## src/design/pba_pkg.sv

```systemverilog
// ----------------------------------------------------------------------------
// pba_pkg
// Shared types and constants for the page bitmap allocator.
// ----------------------------------------------------------------------------
package pba_pkg;

	localparam int WORD_BITS  = 32;
	localparam int BIT_W      = 5;
	localparam int CFG_W      = 32;
	localparam int RES_W      = 13;
	localparam int ADDR_OUT_W = 25;
	localparam int CNT_W      = 14;
	localparam int IN_DATA_W  = 32;
	localparam int OUT_DATA_W = 56;
	localparam int ACT_W      = 2;
	localparam int REG_IDX_W  = 2;

	localparam logic [RES_W-1:0] RES_FIRST_RST = 13'h0A0;
	localparam logic [RES_W-1:0] RES_LAST_RST  = 13'h0BF;

	typedef enum logic [ACT_W-1:0] {
		ACT_INIT    = 2'd0,
		ACT_ALLOC   = 2'd1,
		ACT_RELEASE = 2'd2
	} action_t;

	typedef enum logic [REG_IDX_W-1:0] {
		REG_KERNEL_END = 2'd0,
		REG_RES_FIRST  = 2'd1,
		REG_RES_LAST   = 2'd2
	} reg_index_t;

	typedef enum logic [3:0] {
		ST_CLEAR,
		ST_IDLE,
		ST_FIND1,
		ST_FIND2,
		ST_READ,
		ST_MODIFY,
		ST_NOP,
		ST_INIT_LO,
		ST_INIT_WIN,
		ST_INIT_SWEEP
	} state_t;

	typedef struct packed {
		logic we;
		logic re;
	} ram_ctl_t;

	typedef struct packed {
		logic en;
		logic has_free;
	} sum_upd_t;

endpackage

```

## src/design/pba_free_search.sv

```systemverilog
// ----------------------------------------------------------------------------
// pba_free_search
// Per-word "has a free page" summary with a two-level lowest-word search.
// ----------------------------------------------------------------------------
module pba_free_search #(
	parameter int NUM_WORDS = 256,
	parameter int WAW       = 8
) (
	input  logic              clk,
	input  logic              arst_n,
	input  pba_pkg::sum_upd_t upd,
	input  logic [WAW-1:0]    upd_idx,
	input  logic              step,
	output logic              any_free,
	output logic [WAW-1:0]    word_idx
);
	import pba_pkg::*;

	localparam int GROUP      = (NUM_WORDS < 16) ? NUM_WORDS : 16;
	localparam int NUM_GROUPS = NUM_WORDS / GROUP;
	localparam int GAW        = (NUM_GROUPS > 1) ? $clog2(NUM_GROUPS) : 1;
	localparam int SAW        = $clog2(GROUP);

	logic [NUM_WORDS-1:0]  summary_q;
	logic [NUM_GROUPS-1:0] grp_or;
	logic [GAW-1:0]        grp_sel;
	logic [GAW-1:0]        grp_q;
	logic                  any_q;
	logic [GROUP-1:0]      grp_bits;
	logic [SAW-1:0]        sub_sel;

	always_comb begin
		grp_sel = '0;
		for (int g = 0; g < NUM_GROUPS; g++) begin
			grp_or[g] = |summary_q[g*GROUP +: GROUP];
		end
		for (int g = NUM_GROUPS - 1; g >= 0; g--) begin
			if (grp_or[g]) begin
				grp_sel = GAW'(g);
			end
		end
	end

	always_ff @(posedge clk or negedge arst_n) begin
		if (!arst_n) begin
			summary_q <= '1;
			grp_q     <= '0;
			any_q     <= 1'b0;
		end else begin
			if (upd.en) begin
				summary_q[upd_idx] <= upd.has_free;
			end
			if (step) begin
				grp_q <= grp_sel;
				any_q <= |grp_or;
			end
		end
	end

	always_comb begin
		grp_bits = summary_q[WAW'(grp_q) * WAW'(GROUP) +: GROUP];
		sub_sel  = '0;
		for (int s = GROUP - 1; s >= 0; s--) begin
			if (grp_bits[s]) begin
				sub_sel = SAW'(s);
			end
		end
	end

	assign any_free = any_q;
	assign word_idx = WAW'({grp_q, sub_sel});

endmodule

```

## config.mk

```make
export PLATFORM = sky130hd
export DESIGN_NAME = pba_free_search
export DESIGN_NICKNAME = d
export VERILOG_FILES = /design/src/design/pba_pkg.sv /design/src/design/pba_free_search.sv
export SDC_FILE = /design/constraint.sdc
export NUM_CORES = 1
export LEC_CHECK = 0
export BUFFER_PORTS_ARGS = -buffer_cell sky130_fd_sc_hd__clkbuf_2
export CORE_MARGIN = 10
export CORE_UTILIZATION = 50
export CTS_CLUSTER_DIAMETER = 60
export DETAILED_ROUTE_END_ITERATION = 8
export PLACE_DENSITY_LB_ADDON = 0.15
export SLEW_MARGIN = 10
export SYNTH_ARGS = -nofsm -noshare
export SYNTH_HDL_FRONTEND = slang
export SYNTH_SLANG_ARGS = --single-unit
```

## constraint.sdc

```tcl
create_clock -name clk -period 3.4 [get_ports clk]
set_clock_uncertainty 0.1 [all_clocks]
set_input_delay 0.68 -clock clk [delete_from_list [all_inputs] [get_ports clk]]
set_output_delay 0.68 -clock clk [all_outputs]
set_load 0.05 [all_outputs]
```

== Word-level counts from Yosys, hierarchy flattened ==
Index checks and enable logic that the tools add are counted.
Storage, ports and cells
  logic and storage cells: 59
  output and inout bits: 9
  bits in registers: 261
  input bits: 13
Operators by class
  muxes and demuxes: 35
  reductions and logical operators: 18
  magnitude comparators: 2
  shift-type cells: 1
Operator list (number)
  $bwmux 256: 1
  $reduce_or 16->1: 16
  $reduce_or 256->1: 1
  $shiftx 256x9->16: 1
  $mux 4: 32
  $lt 8x9->1 const B: 1
  $demux 1 s8: 1
  $ge 8x1->1 const B: 1
  $logic_and 1x1->1: 1
  $mux 1: 1

== Longest topological paths before layout ==
  depth in word-level cells: 17
  mapped depth: 10
  mapped depth without buffers: 7

== Worst setup path after synthesis ==
Ideal clock, no wire load.
  path type: reg2out
  start: reg grp_q[0]
  end: out word_idx[3]
  stages on the path, launching flop included: 10
  buffers on the path: 3
  data arrival time: 3.109 ns
  setup slack: -0.489 ns
  required time: 2.620 ns
  cells stage by stage: dfrtp_1 -> buf_2 -> buf_2 -> buf_1 -> mux4_2 -> a221oi_1 -> inv_1 -> nor2_1 -> nand2_1 -> nor3_2
Between the ends
  longest elaborated chain between the ends: 17
Ends and longest elaborated chain
  from (decl): line pba_free_search.sv:27  | logic [GAW-1:0] grp_q;
  from (signal assigned): line pba_free_search.sv:54  | grp_q <= grp_sel;
  $shiftx 256x9->16 *: line pba_free_search.sv:61  | grp_bits = summary_q[WAW'(grp_q) * WAW'(GROUP) +: GROUP];
  $mux 4 (15 in series): line pba_free_search.sv:64  | if (grp_bits[s]) begin
  $mux 4 *: line pba_free_search.sv:64
  to (decl): line pba_free_search.sv:15  | output logic [WAW-1:0] word_idx
Mark *: on every way between the ends. The rest lies on a longest branch, timed or not.

== Final worst setup path ==
  start: reg grp_q[1]
  end: out word_idx[1]
The elaborated chain is that of the path after synthesis.

==> results by group <==
Die
  – DIE WIDTH: about 190 µm
  – IO Pins: 22
  – Die Ht: approximately 190 µm
  – Die area: 35,300 µm²
  – Area of the core: between 20,000 and 30,000 µm²
  – Initial Util: between 50 and 60%
  – Row cnt: just over 60

Clock network
  – Clock Latency Late Sink: between 500 and 600 ps
  – Number of CTS-inserted buffers: 30
  – H-Tree Level Count: 1
  – Worst-path clk slew: 60 ps
  – CTS max path bufs: 3
  – CTS tree: done
  – CTS sink cnt: between 200 and 300
  – Clock root cell: clkbuf_16

Timing
  – Final hold viol count: 0
  – WHS: 49.5 ps
  – Setup_tns: -1940 ps
  – Period utilization: 115%
  – Slew Viols, Final: 0
  – Worst setup slack after layout: -516 ps
  – Measured slew at the worst slew-check pin: slightly below 800 ps
  – Final setup violation count: 4
  – Fmax: 255 MHz
  – Minimum clock period: 3920 ps
  – Unrepaired setup endpoints after global routing: true
  – Slew HR: between 40% and 50%

Finish
  – Final Util: 58.7%
  – # diodes: 0
  – Filler instances: ~2,300
  – Nets: 1,238
  – Share of layout cells above drive strength 1: 56.8%
  – Final Instance Count excl. Fillers: 1,625
  – Multi-input logic area: between 6000 and 7000 µm²
  – P&R area growth vs syn: 15.8%
  – Design Area, Final: around 16,000 µm²
  – FF/Latch Area: slightly below 7000 µm²

Critical path
  – Worst setup SP type: flop
  – CP arrival: 3140 ps
  – Setup crit end kind: output pin
  – CP most frequent cell: buf_12
  – Cells along the critical path: buf_12, mux4_2, a22o_1, a221oi_2, nand3_1, o21ai_1, a21boi_1, o31a_2, buf_12
  – Delay-heaviest family, CP: compound AO/OA/AOI/OAI gates
  – Crit path kind: flop to output pin
  – Worst path required time: around 2600 ps
  – CP max stage cell: mux4_2
  – Crit path largest cell delay: 520 ps
  – CP max FO: 7
  – Crit path buf inv count: 2

GRT
  – Pin count of the biggest net entering global routing: roughly 110
  – Total GRT Usage: about 23%
  – Global Route met3 Usage: around 4.4%
  – Antenna violations before repair: 0
  – First-pass GRT wire length: 63,500 µm
  – Vias in the first global route: 9,975
  – M2 GR Usage: 34.6%
  – Global route hottest layer: met2
  – M1 GR Usage: between 30% and 40%
  – Total gr overflow: 0

Placed design
  – DP Area: about 15,000 µm²
  – I/O Buffers: 21
  – Gpl congestion: approximately 0.96
  – Dpl cells: ~1,600
  – HPWL reported at the end of detailed placement: 28,100 µm

Synthesis
  – FF+latch count, synth: between 200 and 300
  – Post-Synth Simple-Gate Area: around 15%
  – Mapped Area: roughly 14,000 µm²
  – Adder-Cell Fraction of Synth Area: 0%
  – Syn Nets: between 1,000 and 1,500
  – Dominant cells by area after synthesis: dfstp_2, mux2_2, mux4_2
  – Yosys cell types: 47
  – Top-area cell type share of the netlist area: a little under half
  – Syn_area_per_cell: ~12 µm²
  – Async S/R FF share, synth: between 90% and 100%
  – Main synth FF type: dfstp_2
  – Post-synth EDFFs: 0
  – Sequential element share of the synthesized area: between 40% and 50%
  – Post-synthesis compound-gate area fraction: between 2 and 3%
  – Leading area contributor after synthesis: dfstp_2
  – Ys Warns: 0
  – Cells after Synth: approximately 1,200
  – Post-synthesis mux area share: approximately a third
  – Largest family of logic cells by synthesized area: multiplexers
  – XOR/XNOR Fraction of Synth Area: 0%

Min path
  – Min-delay worst type: input port to asynchronous set/reset pin

Run status
  – Status: finished with violations
  – Failing checks: negative setup slack

Drt
  – WL/cell: around 25 µm
  – Routed Antenna Nets: 0
  – Drc violations: 0
  – DR vias/cell: a little over 6
  – Routed WL: 41,200 µm
  – Drt first pass iters: 5
  – Vias: roughly 10,000
  – DRT iter0 DRCs: between 900 and 1,000

Power
  – Maximum VDD drop: 0.000378 V
  – Leakage: approximately 6.3 nW
  – Power Density: 568 nW/µm²

Flow run
  – Max_cap viols: 0
==> kinds of logic after synthesis <==
| logic type | count (synthesis) |
|---|---|
| flip-flops | 261 |
| multiplexers | 324 |
| AO/OA/AOI/OAI | 49 |
| buffers and inverters | 86 |
| AND/OR/NAND/NOR | 453 |
==> per-layer routing <==
| layer | wire, µm | vias up |
|---|---|---|
| met5 | 0 | - |
| met4 | 1780 | 0 |
| met3 | 3040 | 82 |
| met2 | 18300 | 418 |
| met1 | 18100 | 5259 |
| li1 | - | 4368 |
==> Yosys cell counts, types with 4 or more instances <==
cell and n:
nand4_1 16, nor2_1 36, a21oi_1 7, nor3_1 12
inv_1 4, mux2_1 47, and2_0 12, a22o_1 5
and2_1 6, mux4_2 65, nor2b_1 6, nor4_1 68
clkbuf_1 71, a22oi_1 14, dfstp_2 256, nand2b_1 11
mux2_2 209, nand2_1 276, dfrtp_1 5, nand3_1 4
buf_2 4
==> worst register-to-register path: stages (launching register included) <==
cell     delay (ps)
dfstp_2         380
nor4_1          520
nand4_1         210
nor4_1          640
nand3_1         250
nor2_1          260
a21oi_1         110
==> power by group <==
group / internal (mW) / switching [mW] / total (mW)
Combinational: 1.15 / 1.21 / 2.36
Sequential: 3.39 / 0.195 / 3.59
Clock: 1.99 / 1.32 / 3.31
Total: 6.53 / 2.73 / 9.26
==> what timing repair did <==
action                                  4_1_cts  5_1_grt
pin swaps                                     6        5
cloned                                        1        0
hold buffers                                  0        0
setup buffers                                 7        2
gates resized for setup                      16        6
endpoints found under the setup margin        4        4
==> area by class of cell <==
class | count | area share (%)
inverters | 4 | 0.0920
well taps | 378 | 2.90
clock buffers | 44 | 5.29
flip-flops and latches | 261 | 42.0
clock inverters | 10 | 0.920
repair buffers | 102 | 6.02
multi-input cells | 826 | 42.7
==> through the flow <==
step | power, mW | worst slack [ps]
2_1_floorplan | 4.97 | -31.4
3_3_place_gp | 5.76 | 23.9
3_5_place_dp | 5.79 | -1.21
4_1_cts | 9.30 | -495
5_1_grt | 9.60 | -589
6_report | 9.26 | -516
==> registers in the layout (all words and copies together) (netlist names) <==
name	cells
summary_q	256
grp_q	4
any_free	1
==> path summary, 6_finish.rpt <==
check	endpoint	startpoint	slack, ps	cells past startpoint
worst max-delay path	word_idx[1]	grp_q[1]	-520	9
worst min-delay path	grp_q[2]	arst_n	50	1
worst max register to register	any_free	summary_q[8]	810	6
worst min register to register	any_free	any_free	440	2
max in group asynchronous	summary_q[49]	arst_n	2260	2
min in group clk	grp_q[1]	step	330	2
==> placed cells by master (no fill, tap or decap), drive strengths merged, types with 2 or more instances in the layout <==
master,count
a21boi,2
a21oi,7
a221oi,3
a22o,5
a22oi,14
and2,18
and4,2
buf,87
bufinv,3
clkbuf,59
clkinv,4
dfrtp,5
dfstp,256
inv,6
mux2,256
mux4,68
nand2,276
nand2b,11
nand3,4
nand4,16
nor2,37
nor2b,6
nor3,13
nor4,68
nor4b,2
o211ai,2
o21ai,2
o21ba,3
o22ai,2
o31a,2
o31ai,2
Power figures use the tool's default switching activity.
